$ cat config.mk
export PLATFORM = sky130hd
export DESIGN_NAME = presence_state_debouncer
export DESIGN_NICKNAME = d
export VERILOG_FILES = /design/src/rtl/psd_pkg.sv /design/src/rtl/psd_step.sv /design/src/rtl/presence_state_debouncer.sv
export SDC_FILE = /design/constraint.sdc
export NUM_CORES = 1
export LEC_CHECK = 0
export BUFFER_PORTS_ARGS = -buffer_cell sky130_fd_sc_hd__buf_2
export CORE_MARGIN = 2
export CORE_UTILIZATION = 25
export CTS_CLUSTER_DIAMETER = 60
export DETAILED_ROUTE_END_ITERATION = 8
export GPL_ROUTABILITY_DRIVEN = 1
export SETUP_SLACK_MARGIN = 0.05
export SYNTH_ARGS = -nofsm -noshare
export SYNTH_HDL_FRONTEND = slang
export SYNTH_SLANG_ARGS = --single-unit
$ cat constraint.sdc
create_clock -name clk -period 12.2 [get_ports clk]
set_input_delay 2.44 -clock clk [delete_from_list [all_inputs] [get_ports clk]]
set_output_delay 2.44 -clock clk [all_outputs]
set_load 0.05 [all_outputs]
$ cat src/rtl/psd_pkg.sv
`default_nettype none

package psd_pkg;

    localparam int unsigned ADDR_W = 4;
    localparam int unsigned DATA_W = 32;

    localparam logic [1:0] REG_FUSE_MODE     = 2'd0;
    localparam logic [1:0] REG_STARTUP_ABS   = 2'd1;
    localparam logic [1:0] REG_INSERT_NEEDED = 2'd2;
    localparam logic [1:0] REG_ABSENT_GRACE  = 2'd3;

    localparam logic [1:0] ST_ABSENT   = 2'd0;
    localparam logic [1:0] ST_NEW      = 2'd1;
    localparam logic [1:0] ST_CONSUMED = 2'd2;
    localparam logic [1:0] ST_SERVICE  = 2'd3;

    localparam logic [15:0] SERVICE_CODE = 16'h0202;
    localparam logic [15:0] MARKER_BLANK = 16'hFFFF;
    localparam logic [7:0]  COUNT_MAX    = 8'hFF;

    localparam logic        FUSE_MODE_RST     = 1'b1;
    localparam logic [7:0]  STARTUP_ABS_RST   = 8'd10;
    localparam logic [7:0]  INSERT_NEEDED_RST = 8'd5;
    localparam logic [31:0] ABSENT_GRACE_RST  = 32'd1000;

    typedef struct packed {
        logic        action;
        logic        probe_ok;
        logic [15:0] service_word;
        logic [15:0] marker_word;
        logic [31:0] now_ms;
    } in_item_t;

    typedef struct packed {
        logic [1:0] stable_out;
        logic       first_confirmed;
        logic       probe_valid_out;
        logic       mark_result;
    } out_item_t;

    typedef struct packed {
        logic        fuse_mode;
        logic [7:0]  startup_absent_needed;
        logic [7:0]  insert_samples_needed;
        logic [31:0] absent_grace_ms;
    } cfg_t;

    typedef struct packed {
        logic [1:0]  stable_state;
        logic [1:0]  cand_state;
        logic [7:0]  cand_count;
        logic [31:0] cand_start_ms;
        logic [7:0]  startup_absent_count;
        logic        initial_done;
        logic        last_valid;
    } ctx_t;

endpackage

`default_nettype wire

$ cat src/rtl/psd_step.sv
`default_nettype none

module psd_step (
    input  var psd_pkg::cfg_t      cfg,
    input  var psd_pkg::ctx_t      ctx,
    input  var psd_pkg::in_item_t  item,
    output psd_pkg::ctx_t          ctx_out,
    output psd_pkg::out_item_t     result
);

    logic [1:0] sample;

    always_comb
    begin
        if (!item.probe_ok)
        begin
            sample = psd_pkg::ST_ABSENT;
        end
        else if (item.service_word == psd_pkg::SERVICE_CODE)
        begin
            sample = psd_pkg::ST_SERVICE;
        end
        else if (!cfg.fuse_mode || item.marker_word == psd_pkg::MARKER_BLANK)
        begin
            sample = psd_pkg::ST_NEW;
        end
        else
        begin
            sample = psd_pkg::ST_CONSUMED;
        end
    end

    always_comb
    begin
        logic confirmed;
        logic mark_ok;
        ctx_out   = ctx;
        confirmed = 1'b0;
        mark_ok   = 1'b0;
        if (item.action)
        begin
            if (!cfg.fuse_mode)
            begin
                mark_ok = 1'b1;
            end
            else if (!item.probe_ok)
            begin
                ctx_out.cand_state    = ctx.stable_state;
                ctx_out.cand_count    = '0;
                ctx_out.cand_start_ms = '0;
            end
            else
            begin
                ctx_out.stable_state = psd_pkg::ST_CONSUMED;
                ctx_out.cand_state   = psd_pkg::ST_CONSUMED;
                ctx_out.cand_count   = '0;
                mark_ok              = 1'b1;
            end
        end
        else
        begin
            ctx_out.last_valid = item.probe_ok;
            if (!ctx.initial_done && !item.probe_ok)
            begin
                ctx_out.cand_state = psd_pkg::ST_ABSENT;
                ctx_out.cand_count = '0;
                if (ctx.startup_absent_count != psd_pkg::COUNT_MAX)
                begin
                    ctx_out.startup_absent_count = ctx.startup_absent_count + 8'd1;
                end
                if (ctx_out.startup_absent_count >= cfg.startup_absent_needed)
                begin
                    ctx_out.stable_state = psd_pkg::ST_ABSENT;
                    ctx_out.initial_done = 1'b1;
                end
            end
            else
            begin
                if (item.probe_ok)
                begin
                    ctx_out.startup_absent_count = '0;
                end
                if (sample == ctx.stable_state)
                begin
                    ctx_out.cand_state    = sample;
                    ctx_out.cand_count    = '0;
                    ctx_out.cand_start_ms = '0;
                    ctx_out.initial_done  = 1'b1;
                end
                else
                begin
                    if (sample != ctx.cand_state)
                    begin
                        ctx_out.cand_state    = sample;
                        ctx_out.cand_count    = 8'd1;
                        ctx_out.cand_start_ms = item.now_ms;
                    end
                    else if (ctx.cand_count != psd_pkg::COUNT_MAX)
                    begin
                        ctx_out.cand_count = ctx.cand_count + 8'd1;
                    end
                    if (sample == psd_pkg::ST_ABSENT)
                    begin
                        confirmed = (item.now_ms - ctx_out.cand_start_ms)
                                    >= cfg.absent_grace_ms;
                    end
                    else
                    begin
                        confirmed = ctx_out.cand_count >= cfg.insert_samples_needed;
                    end
                    if (confirmed)
                    begin
                        ctx_out.stable_state  = sample;
                        ctx_out.cand_count    = '0;
                        ctx_out.cand_start_ms = '0;
                        ctx_out.initial_done  = 1'b1;
                    end
                end
            end
        end
        result.stable_out      = ctx_out.stable_state;
        result.first_confirmed = ctx_out.initial_done;
        result.probe_valid_out = ctx_out.last_valid;
        result.mark_result     = mark_ok;
    end

endmodule

`default_nettype wire

$ cat src/rtl/presence_state_debouncer.sv
`default_nettype none

// Debounces a stream of presence probe outcomes into a confirmed state (absent, new,
// consumed, service) and reports the state after every item. Each transfer is
// captured in an input register, processed by one level of compare, saturating count
// and 32-bit elapsed-time logic, and written to a result register, so one item is
// taken per cycle; the input only stalls while a result waits to be taken.
// Registers sit at byte addresses 0x0 fuse_mode, 0x4 startup_absent_needed,
// 0x8 insert_samples_needed and 0xC absent_grace_ms; the user must write them
// only while idle, and the block itself does not enforce this.
module presence_state_debouncer (
    input  wire                            clk,
    input  wire                            rst_n,
    input  wire                            psel,
    input  wire                            penable,
    input  wire                            pwrite,
    input  wire [psd_pkg::ADDR_W-1:0]      paddr,
    input  wire [psd_pkg::DATA_W-1:0]      pwdata,
    output logic [psd_pkg::DATA_W-1:0]     prdata,
    output logic                           pready,
    input  wire                            item_valid,
    output logic                           item_ready,
    input  var psd_pkg::in_item_t          item,
    output logic                           result_valid,
    input  wire                            result_ready,
    output psd_pkg::out_item_t             result
);

    psd_pkg::cfg_t      cfg_reg;
    psd_pkg::ctx_t      ctx_reg;
    psd_pkg::ctx_t      ctx_next;
    psd_pkg::in_item_t  in_reg;
    logic               in_valid_reg;
    psd_pkg::out_item_t out_reg;
    psd_pkg::out_item_t out_next;
    logic               out_valid_reg;
    logic               advance;
    logic               cfg_wr;

    assign pready       = 1'b1;
    assign cfg_wr       = psel && penable && pwrite;
    assign advance      = in_valid_reg && (!out_valid_reg || result_ready);
    assign item_ready   = !in_valid_reg || advance;
    assign result_valid = out_valid_reg;
    assign result       = out_reg;

    always_comb
    begin
        unique case (paddr[3:2])
            psd_pkg::REG_FUSE_MODE:     prdata = {31'd0, cfg_reg.fuse_mode};
            psd_pkg::REG_STARTUP_ABS:   prdata = {24'd0, cfg_reg.startup_absent_needed};
            psd_pkg::REG_INSERT_NEEDED: prdata = {24'd0, cfg_reg.insert_samples_needed};
            psd_pkg::REG_ABSENT_GRACE:  prdata = cfg_reg.absent_grace_ms;
            default:                    prdata = '0;
        endcase
    end

    psd_step u_step (
        .cfg     (cfg_reg),
        .ctx     (ctx_reg),
        .item    (in_reg),
        .ctx_out (ctx_next),
        .result  (out_next)
    );

    always_ff @(posedge clk or negedge rst_n)
    begin
        if (!rst_n)
        begin
            cfg_reg.fuse_mode             <= psd_pkg::FUSE_MODE_RST;
            cfg_reg.startup_absent_needed <= psd_pkg::STARTUP_ABS_RST;
            cfg_reg.insert_samples_needed <= psd_pkg::INSERT_NEEDED_RST;
            cfg_reg.absent_grace_ms       <= psd_pkg::ABSENT_GRACE_RST;
        end
        else if (cfg_wr)
        begin
            unique case (paddr[3:2])
                psd_pkg::REG_FUSE_MODE:     cfg_reg.fuse_mode <= pwdata[0];
                psd_pkg::REG_STARTUP_ABS:   cfg_reg.startup_absent_needed <= pwdata[7:0];
                psd_pkg::REG_INSERT_NEEDED: cfg_reg.insert_samples_needed <= pwdata[7:0];
                psd_pkg::REG_ABSENT_GRACE:  cfg_reg.absent_grace_ms <= pwdata;
                default:                    ;
            endcase
        end
    end

    always_ff @(posedge clk or negedge rst_n)
    begin
        if (!rst_n)
        begin
            ctx_reg       <= '0;
            in_valid_reg  <= 1'b0;
            out_valid_reg <= 1'b0;
        end
        else
        begin
            if (item_ready)
            begin
                in_valid_reg <= item_valid;
            end
            if (advance)
            begin
                ctx_reg       <= ctx_next;
                out_valid_reg <= 1'b1;
            end
            else if (result_ready)
            begin
                out_valid_reg <= 1'b0;
            end
        end
    end

    always_ff @(posedge clk)
    begin
        if (item_ready && item_valid)
        begin
            in_reg <= item;
        end
        if (advance)
        begin
            out_reg <= out_next;
        end
    end

endmodule

`default_nettype wire

Yosys cells after proc, flatten, opt, wreduce, memory -nomap -nowiden
Cells that the tools add are included.
- flip-flop bits (word level): 176
- latch bits: 0
- RAM bits: 0
- bits in read-only memories: 0
- bits of input ports: 109
- output and inout bits: 40
- word-level logic and storage cells: 110
- memories: 0
- add/subtract/negate cells: 3
- multiply operators: 0
- divide/modulo/power cells: 0
- $lt $le $gt $ge: 3
- eq/ne operators: 12
- shift operators: 0
- muxes and demuxes: 43
- bitwise operators: 1
- reduce and logical (&&, ||, !) cells: 26
- operator list (kind ; count):
    two-way mux 32 bit ; 6
    case mux 32 bit (4 select lines) ; 1
    two-way mux 44 bit ; 2
    two-way mux 8 bit ; 9
    two-way mux 42 bit ; 1
    two-way mux 40 bit ; 1
    >= comparator 32 bit ; 1
    subtractor 32 bit ; 1
    two-way mux 2 bit ; 9
    adder 8 x 1 -> 8 bit, second input constant ; 2
    equality test 16 x 10 -> 1 bit, second input constant ; 1
    equality test 16 bit, second input constant ; 1
    >= comparator 8 bit ; 2
    inequality test 8 bit, second input constant ; 2
    two-way mux 12 bit ; 1
    two-way mux 1 bit ; 11
    two-way mux 10 bit ; 1
    AND reduction 2 bit ; 5
    two-way mux 9 bit ; 1
    inequality test 2 bit, second input constant ; 3
    AND reduction 3 bit ; 2
    logical AND 1 bit ; 5
    zero test 1 bit ; 5
    equality test 2 bit, second input constant ; 2
    other kinds (9) ; 13

Longest topological paths before layout
Gate-level depths: netlist (run 1).
- word-level depth: 20
- depth in mapped cells: 29

Hierarchy
Synthesis (run 1) repeated with hierarchy kept, for this count alone.
- cells, all modules: 981
- area, all modules: 10812.9 um2
- by module, submodules not included (module ; times used ; cells each ; area an instance (um2) ; sequential area each (um2)):
    presence_state_debouncer ; 1 ; 352 ; 6485.0 ; 4773.3
    psd_step ; 1 ; 629 ; 4327.9 ; 0.0

Worst setup path after synthesis (run 1)
OpenSTA, ideal clock, no wires.
- path kind: in2out
- start: in paddr[2] (netlist name)
- end: out prdata[10] (netlist name)
- data arrival time: 3771 ps
- setup slack: 5989 ps
- stages: 4
- buffers on the path: 2
- cells stage by stage: clkbuf_1 > nand2_1 > clkbuf_1 > nor2_1
- cells in the longest elaborated chain, start to end: 2
- ends and longest elaborated chain (item ; line ; text):
    from (decl) ; presence_state_debouncer.sv:17 ; input wire [psd_pkg::ADDR_W-1:0] paddr,
    equality test 2 bit (tied with other cells) ; presence_state_debouncer.sv:49 ; unique case (paddr[3:2])
    case mux 32 bit (4 select lines) (*) ; presence_state_debouncer.sv:49 ;
    to (decl) ; presence_state_debouncer.sv:19 ; output logic [psd_pkg::DATA_W-1:0] prdata,
Mark *: on every way between the ends. The rest lies on a longest branch, timed or not.

Worst setup path in the final report (run 1)
- start: reg in_reg[46] (netlist name)
- end: reg ctx_reg[41] (netlist name)
- cells in the longest elaborated chain, start to end: 20
- ends and longest elaborated chain (item ; line ; text):
    from (decl) ; presence_state_debouncer.sv:32 ; psd_pkg::in_item_t in_reg;
    from (signal assigned) ; presence_state_debouncer.sv:117 ; in_reg <= item;
    equality test 16 bit (*) ; psd_step.sv:23 ; else if (!cfg.fuse_mode || item.marker_word == psd_pkg::MARKER_BLANK)
    logical OR 1 bit (*) ; psd_step.sv:23 ;
    two-way mux 2 bit (*) ; psd_step.sv:23 ;
    two-way mux 2 bit (*) ; psd_step.sv:19 ; else if (item.service_word == psd_pkg::SERVICE_CODE)
    two-way mux 2 bit (*) ; psd_step.sv:15 ; if (!item.probe_ok)
    inequality test 2 bit ; psd_step.sv:92 ; if (sample != ctx.cand_state)
    two-way mux 32 bit ; psd_step.sv:92 ;
    two-way mux 32 bit ; psd_step.sv:83 ; if (sample == ctx.stable_state)
    (+4 left out) ; -- ;
    two-way mux 1 bit ; psd_step.sv:102 ; if (sample == psd_pkg::ST_ABSENT)
    two-way mux 1 bit ; psd_step.sv:83 ;
    two-way mux 1 bit ; psd_step.sv:63 ; if (!ctx.initial_done && !item.probe_ok)
    two-way mux 1 bit ; psd_step.sv:40 ; if (item.action)
    two-way mux 40 bit ; psd_step.sv:111 ; if (confirmed)
    two-way mux 42 bit (*) ; psd_step.sv:83 ;
    two-way mux 32 bit (*) ; psd_step.sv:63 ;
    two-way mux 44 bit (*) ; psd_step.sv:40 ;
    to (signal assigned) ; presence_state_debouncer.sv:103 ; ctx_reg <= ctx_next;
    to (decl) ; presence_state_debouncer.sv:30 ; psd_pkg::ctx_t ctx_reg;
Mark *: on every way between the ends. The rest lies on a longest branch, timed or not. The select of a mux whose other input is x is not followed.
A chain may end at the register's enable or synchronous reset.

==> results of run 1 <==
-- area by class of cell --
class,count,area [µm²],area share (%)
multi-input cells,705,4830,40.6
flip-flops and latches,176,4770,40.2
repair buffers,152,781,6.58
well taps,525,657,5.53
clock buffers,20,467,3.93
inverters,60,225,1.90
clock inverters,12,144,1.21
-- stage by stage --
step                      instances  total power (W)  worst slack (ps)  area, µm²
after floorplan                 975          0.00168              5990       9960
after global placement         1618          0.00193              3850      11300
after detailed placement       1618          0.00196              3820      11300
after CTS                      1650          0.00255              3810      11900
after global routing           1650          0.00273              3600      11900
final                          1650          0.00252              4040      11900
-- metal layers --
metal / part of all wire (%) / vias up / wire length [µm] / track usage, %
li1: - / 3780 / - / -
met4: 2.1 / 0 / 523 / 4.85
met3: 3.6 / 26 / 886 / 2.30
met1: 44 / 3531 / 11000 / 15.1
met2: 50 / 105 / 12500 / 21.5
met5: 0 / - / 0 / 0
-- cell families after synthesis --
kind of cell / count (synthesis) / share of synthesized area (%)
AOI/OAI and AO/OA: 256 / 16.4
xor gates and xnor gates: 36 / 3.17
adders and majority gates: 82 / 10.4
buffers and inverters: 94 / 3.74
DFF: 176 / 47.9
muxes: 52 / 5.58
other: 1 / 0.0377
and+or+nand+nor: 278 / 12.8
-- worst reg2reg max path, cell delays in order (launching register included) --
cell and delay (ps):
edfxtp_1 330, nand4_1 160, o41ai_2 740, o21ai_0 310, xor2_1 250, nand2_2 460, buf_4 520, mux2i_1 180
ha_1 370, and3_1 190, nand3_1 140, a2111oi_0 740, a211o_1 260, and2_1 160, o21ai_0 80, nand2b_1 90
xor2_1 210, ha_1 280, nand4_1 130, a211oi_1 90, a2111oi_0 550, o21ai_0 340, a211oi_1 270, buf_4 220
nand2_1 380, buf_4 380, o21bai_1 150, o2bb2ai_1 120
-- report_power, final --
part	switching (W)	leakage [nW]	internal [W]
logic	0.000670	2.96	0.000486
registers	0.0000591	1.99	0.000733
clock network	0.000249	0.303	0.000323
total	0.000979	5.25	0.00154
-- path summary, 6_finish.rpt --
kind,end,slack (ps),depth (start not counted)
max,ctx_reg[41],4040,27
max reg2reg,ctx_reg[41],4040,27
min,ctx_reg[30],480,2
min reg2reg,ctx_reg[30],480,2
min in group asynchronous,result_valid,2020,1
max in group asynchronous,cfg_reg[47],8940,2
-- cells in the mapped netlist (all sizes together) (11+ instances only) --
library cell	number	area share [%]
xnor2	23	2.0
nand3	21	1.1
nand4	13	0.82
nor2b	11	0.69
mux2	18	2.0
xor2	13	1.1
inv	60	2.3
ha	81	10
mux2i	33	3.3
dfstp	11	2.9
clkbuf	28	1.1
nand2	114	4.3
o21ai	112	5.6
a21oi	44	2.3
dfrtp	94	24
nor2	67	2.5
a21o	23	1.7
edfxtp	71	21
nand2b	18	1.1
==> run metrics, run 1 <==
CTS tree=yes; Synth cell types=66; share of post-route cells with drive strength above 1=20.2%; Iter 0 DRT Violations=~400; #FFs+latches synth=roughly 180; area growth from synthesis to final layout=19.2%; CP Max Fanout=26; Hold WC Path Type=reg2reg; max FFs per register=66; Rel. slew slack=roughly 29%; clock sink count=roughly 180; MaxCap Viol Count=0; maximum clock frequency=0.123 GHz; CP max stage cell=o41ai_2; Worst VDD drop=around 0.000094 V; Reg clk slew, reported paths=approximately 70 ps; Post-Route Setup TNS=0 ps; Detail Route Antenna Nets=0; worst-margin pin slew=roughly 1100 ps; Worst Path Arrival=between 8000 and 9000 ps; via count=roughly 7400; CP max stage delay=740 ps; Congestion Overflow GR=0; Tcrit/Tclk final=66.9%; first-pass iteration count of the detailed router=4; WS Path Type=reg2reg; Post-synth EDFFs=~70; hold_sp=ctx_reg[30]; first-pass GRT wire length=around 39000 µm; Async SR Flop Fraction=about three fifths; Die Area=between 0.04 and 0.05 mm²; Most used DFF post-synth=dfrtp_1; WP data required=between 10000 and 15000 ps; min Tclk post-route=slightly above 8000 ps; Pleak=5.25 nW; Final Util=approximately 30%; Initial Util=25.2%; die height=204 µm; htree depth=4; mapped cell area=roughly 0.010 mm²; hold_buf cts=0; most frequent cells in the layout=buf_2, nand2_1, o21ai_0, dfrtp_1, ha_1; vias in the first global route=7348; Resized Gates After CTS=0; unrepaired setup endpoints after global routing=no; cells after synthesis=between 900 and 1000; kind of cell adding the most delay to the critical path=compound AO/OA/AOI/OAI gates; largest net degree at the start of global routing=67; vias per cell=4.51; Clock Path Buffers=2; Max Slew Vio Count=0; Root Driver=clkbuf_16; antenna violations before repair=0; CTS Buf Count=17; routed len/inst=around 15 µm; commonest non-fill, non-tap cell in the layout=buf_2; CP bufs+invs=3; sequential area share after synthesis=approximately 48%; # DRC=0; Pwr Density=between 200 and 250 mW/mm²; clock skew=approximately 11 ps; Critical Path Source Type=flop; fillcell total=between 4000 and 5000; CP Capture Type=flop; diode count=0; Ports=about 150; Total Wirelength=about 25000 µm; Clk Latency, worst-skew pair=~450 ps; Port Buffers=145; Setup Viol. Count Final=0; Yosys Warn Count=0; Syn Nets=1166; hold_ws=a little under 500 ps; Row Count=73; outcome=finished clean; die width=around 200 µm; Total Nets Final=1303; core area=roughly 0.04 mm²; Total Routing Usage GR=around an eighth; hpwl dp=18600 µm; Setup crit start=in_reg[46]; RR Startpoint=in_reg[46]; Final Hold Fails=0; post-CTS setup buffers=0; gpl congestion=between 0.8 and 0.9; synthesized area per cell=about 10 µm²
Power figures use the tool's default switching activity.
==> run 2: changes to the inputs <==
--- a/config.mk
+++ b/config.mk
@@ -5,6 +5,7 @@
 export SDC_FILE = /design/constraint.sdc
 export NUM_CORES = 1
 export LEC_CHECK = 0
+export ABC_AREA = 1
 export BUFFER_PORTS_ARGS = -buffer_cell sky130_fd_sc_hd__buf_2
 export CORE_MARGIN = 2
 export CORE_UTILIZATION = 25
==> constraint.sdc (replaced) <==
create_clock -name clk -period 7.75 [get_ports clk]
set_input_delay 1.55 -clock clk [delete_from_list [all_inputs] [get_ports clk]]
set_output_delay 1.55 -clock clk [all_outputs]
set_load 0.05 [all_outputs]
==> run 2 against run 1 <==
Effect of this change: die area increased by 4.3%; critical endpoint is now ctx_reg[44]; largest power group unchanged; hold slack gained 5.5 ps; count of clock-buffer cells in the layout did not move.
==> run metrics, run 2 <==
outcome=finished clean; Yosys Warn Count=0 (unchanged); Synth cell types=51 (-23%); M1 GR Usage=15.8% (+0.70 points); vias in the first global route=7997 (+8.8%); RR Startpoint=in_reg[51]; internal reg-to-reg setup slack=1440 ps (-2600 ps); Max Slew Vio Count=0 (unchanged); clock sink count=176 (unchanged); most common cell in the netlist=nand2_1; WS Path Type=reg2reg; Async SR Flop Fraction=59.7% (unchanged); CP Max Fanout=39 (+50%); Multi-input gate area=0.00479 mm² (-0.65%); max FFs per register=66 (unchanged); clock skew=14.2 ps (+2.78 ps); fillcell total=4343 (+6.9%); mapped cell area=0.0104 mm² (+4.4%); WP data required=8030 ps (-4550 ps); cells after synthesis=1174 (+20%); Total Routing Usage GR=12.1% (-0.27 points); Total Wirelength=25900 µm (+4.3%); Port Buffers=145 (unchanged); Congestion Overflow GR=0 (unchanged); Ports=149 (unchanged); # DRC=0 (unchanged); Clock Path Buffers=2 (unchanged); post-CTS setup buffers=0 (unchanged); post-synth top area cell=dfrtp_1; Setup crit end=ctx_reg[44]; CTS tree=yes; Total Nets Final=1508 (+16%); Reg area=0.00477 mm² (unchanged); Setup Viol. Count Final=0 (unchanged); Initial Util=25.4% (+0.21 points); Die Area=0.0432 mm² (+4.3%); sequential area share after synthesis=45.9% (-2.0 points); Detail Route Antenna Nets=0 (unchanged); Root Driver=clkbuf_16; maximum clock frequency=0.159 GHz (+29%); Clk Latency, worst-skew pair=440 ps (about the same); synthesized area per cell=8.85 µm² (-13%); met2 usage=19.2% (-2.3 points); Final Hold Fails=0 (unchanged); CP max stage delay=520 ps (-220 ps); r2r endpoint=ctx_reg[44]; #FFs+latches synth=176 (unchanged); post-synth top area share=22.6% (-0.99 points); Post-synth EDFFs=71 (unchanged); htree depth=4 (unchanged); Reg2Reg Depth=37 (+37%); Iter 0 DRT Violations=459 (+17%); share of post-route cells with drive strength above 1=20.2% (+0.048 points); Pleak=5.75 nW (+9.5%); Hold WC Path Type=reg2reg; Syn Nets=1365 (+17%); Setup crit start=in_reg[51]; min Tclk post-route=6310 ps (-1850 ps); Post-Route Setup TNS=0 ps (unchanged); hpwl dp=19900 µm (+6.9%); first-pass iteration count of the detailed router=5 (+1); commonest non-fill, non-tap cell in the layout=nand2_1; Rel. slew slack=35.9% (+6.5 points); most frequent cells after synthesis=nand2_1, inv_1, dfrtp_1; core area=0.0409 mm² (+3.5%); Critical Path Source Type=flop; Pwr Density=368 mW/mm² (+73%); critical path's most frequent cell=nand2_1; worst-margin pin slew=961 ps (-95.5 ps); first-pass GRT wire length=41400 µm (+5.2%); Most used DFF post-synth=dfrtp_1; Tcrit/Tclk final=81.4% (+15 points); MaxCap Viol Count=0 (unchanged); gpl congestion=0.860 (+1.6%); hold_ws=489 ps (+5.52 ps); area growth from synthesis to final layout=18.2%; vias per cell=4.49 (-0.54%); Worst Path Arrival=6590 ps (-1950 ps); CTS Buf Count=17 (unchanged); routed len/inst=13.9 µm (-7.7%); Reg clk slew, reported paths=70 ps (about the same); unrepaired setup endpoints after global routing=no; grt met3 use=2.91% (+0.61 points); GR peak layer=met2; via count=8357 (+12%); antenna violations before repair=5 (+5); Resized Gates After CTS=0 (unchanged); synth top area cells=dfrtp_1, edfxtp_1, ha_1, nand2_1, inv_1; Row Count=74 (+1.4%); die height=208 µm (+2.1%); Worst VDD drop=0.000171 V (+82%); die width=208 µm (+2.1%); most frequent cells in the layout=nand2_1, inv_1, buf_2, dfrtp_1, nor2_1; CP Capture Type=flop; largest net degree at the start of global routing=72 (+7.5%); hold_buf cts=0 (unchanged); CP max stage cell=clkinv_2
==> run 2: layout make-up <==
type	count	share of cell area (%)
Antenna cell	1	0.0204
Clock buffer	20	3.73
Clock inverter	12	1.07
Inverter	175	5.36
Multi-Input combinational cell	794	39.0
Sequential cell	176	38.9
Tap cell	532	5.42
Timing Repair Buffer	153	6.52
==> run 2: logic make-up (layout without fill, tap and decap cells) <==
logic type	Yosys count	after routing	synth area share [%]
simple gates	412	412	17.3
compound gates	262	262	15.6
other cells	1	2	0.0361
flops	176	176	45.9
fa+ha+maj	82	82	9.94
xor+xnor	37	37	3.12
buf+inv	204	360	8.02
==> run 2: critical path, delay by kind of cell (launching register included) <==
family / cells / cell delay, ps
AO/OA/AOI/OAI: 3 / 310
flip-flops: 1 / 370
adder cells (fa/ha/maj): 2 / 690
AND/OR/NAND/NOR: 25 / 3010
XOR/XNOR: 1 / 80
buffers and inverters: 6 / 1680
==> run 2: report_power, final <==
group,leakage [nW],internal (W),switching [W],total [W]
sequential,2.01,0.00116,0.0000762,0.00123
clock,0.295,0.000496,0.000377,0.000874
combinational,3.45,0.000897,0.00152,0.00242
total,5.75,0.00255,0.00198,0.00452
==> run 2: how the worst min path moves through the flow <==
stage                from          to  slack [ps]  cells after the start
2_1_floorplan  ctx_reg[0]  ctx_reg[0]         450                      2
3_3_place_gp   ctx_reg[0]  ctx_reg[0]         460                      2
3_5_place_dp   ctx_reg[0]  ctx_reg[0]         470                      2
4_1_cts        ctx_reg[0]  ctx_reg[0]         490                      2
5_1_grt        ctx_reg[0]  ctx_reg[0]         520                      2
6_report       ctx_reg[0]  ctx_reg[0]         490                      2
==> run 2: metrics by stage <==
stage / std cells / total power [W] / setup slack (ps) / utilization (%) / instance area (µm²)
after floorplan: 1174 / 0.00315 / 3050 / - / 10400
after global placement: 1830 / 0.00362 / 1530 / 28.6 / 11700
after detailed placement: 1830 / 0.00368 / 1490 / 28.6 / 11700
after CTS: 1862 / 0.00458 / 1450 / 30.0 / 12300
after global routing: 1862 / 0.00496 / 737 / 30.0 / 12300
final: 1863 / 0.00452 / 1440 / 30.0 / 12300
==> run 2: metal layers <==
metal	up-vias	wire, µm	share of wire, %
met2	190	11900	46
met5	-	49	0.19
li1	4231	-	-
met4	8	732	2.8
met3	43	1400	5.4
met1	3885	11900	46
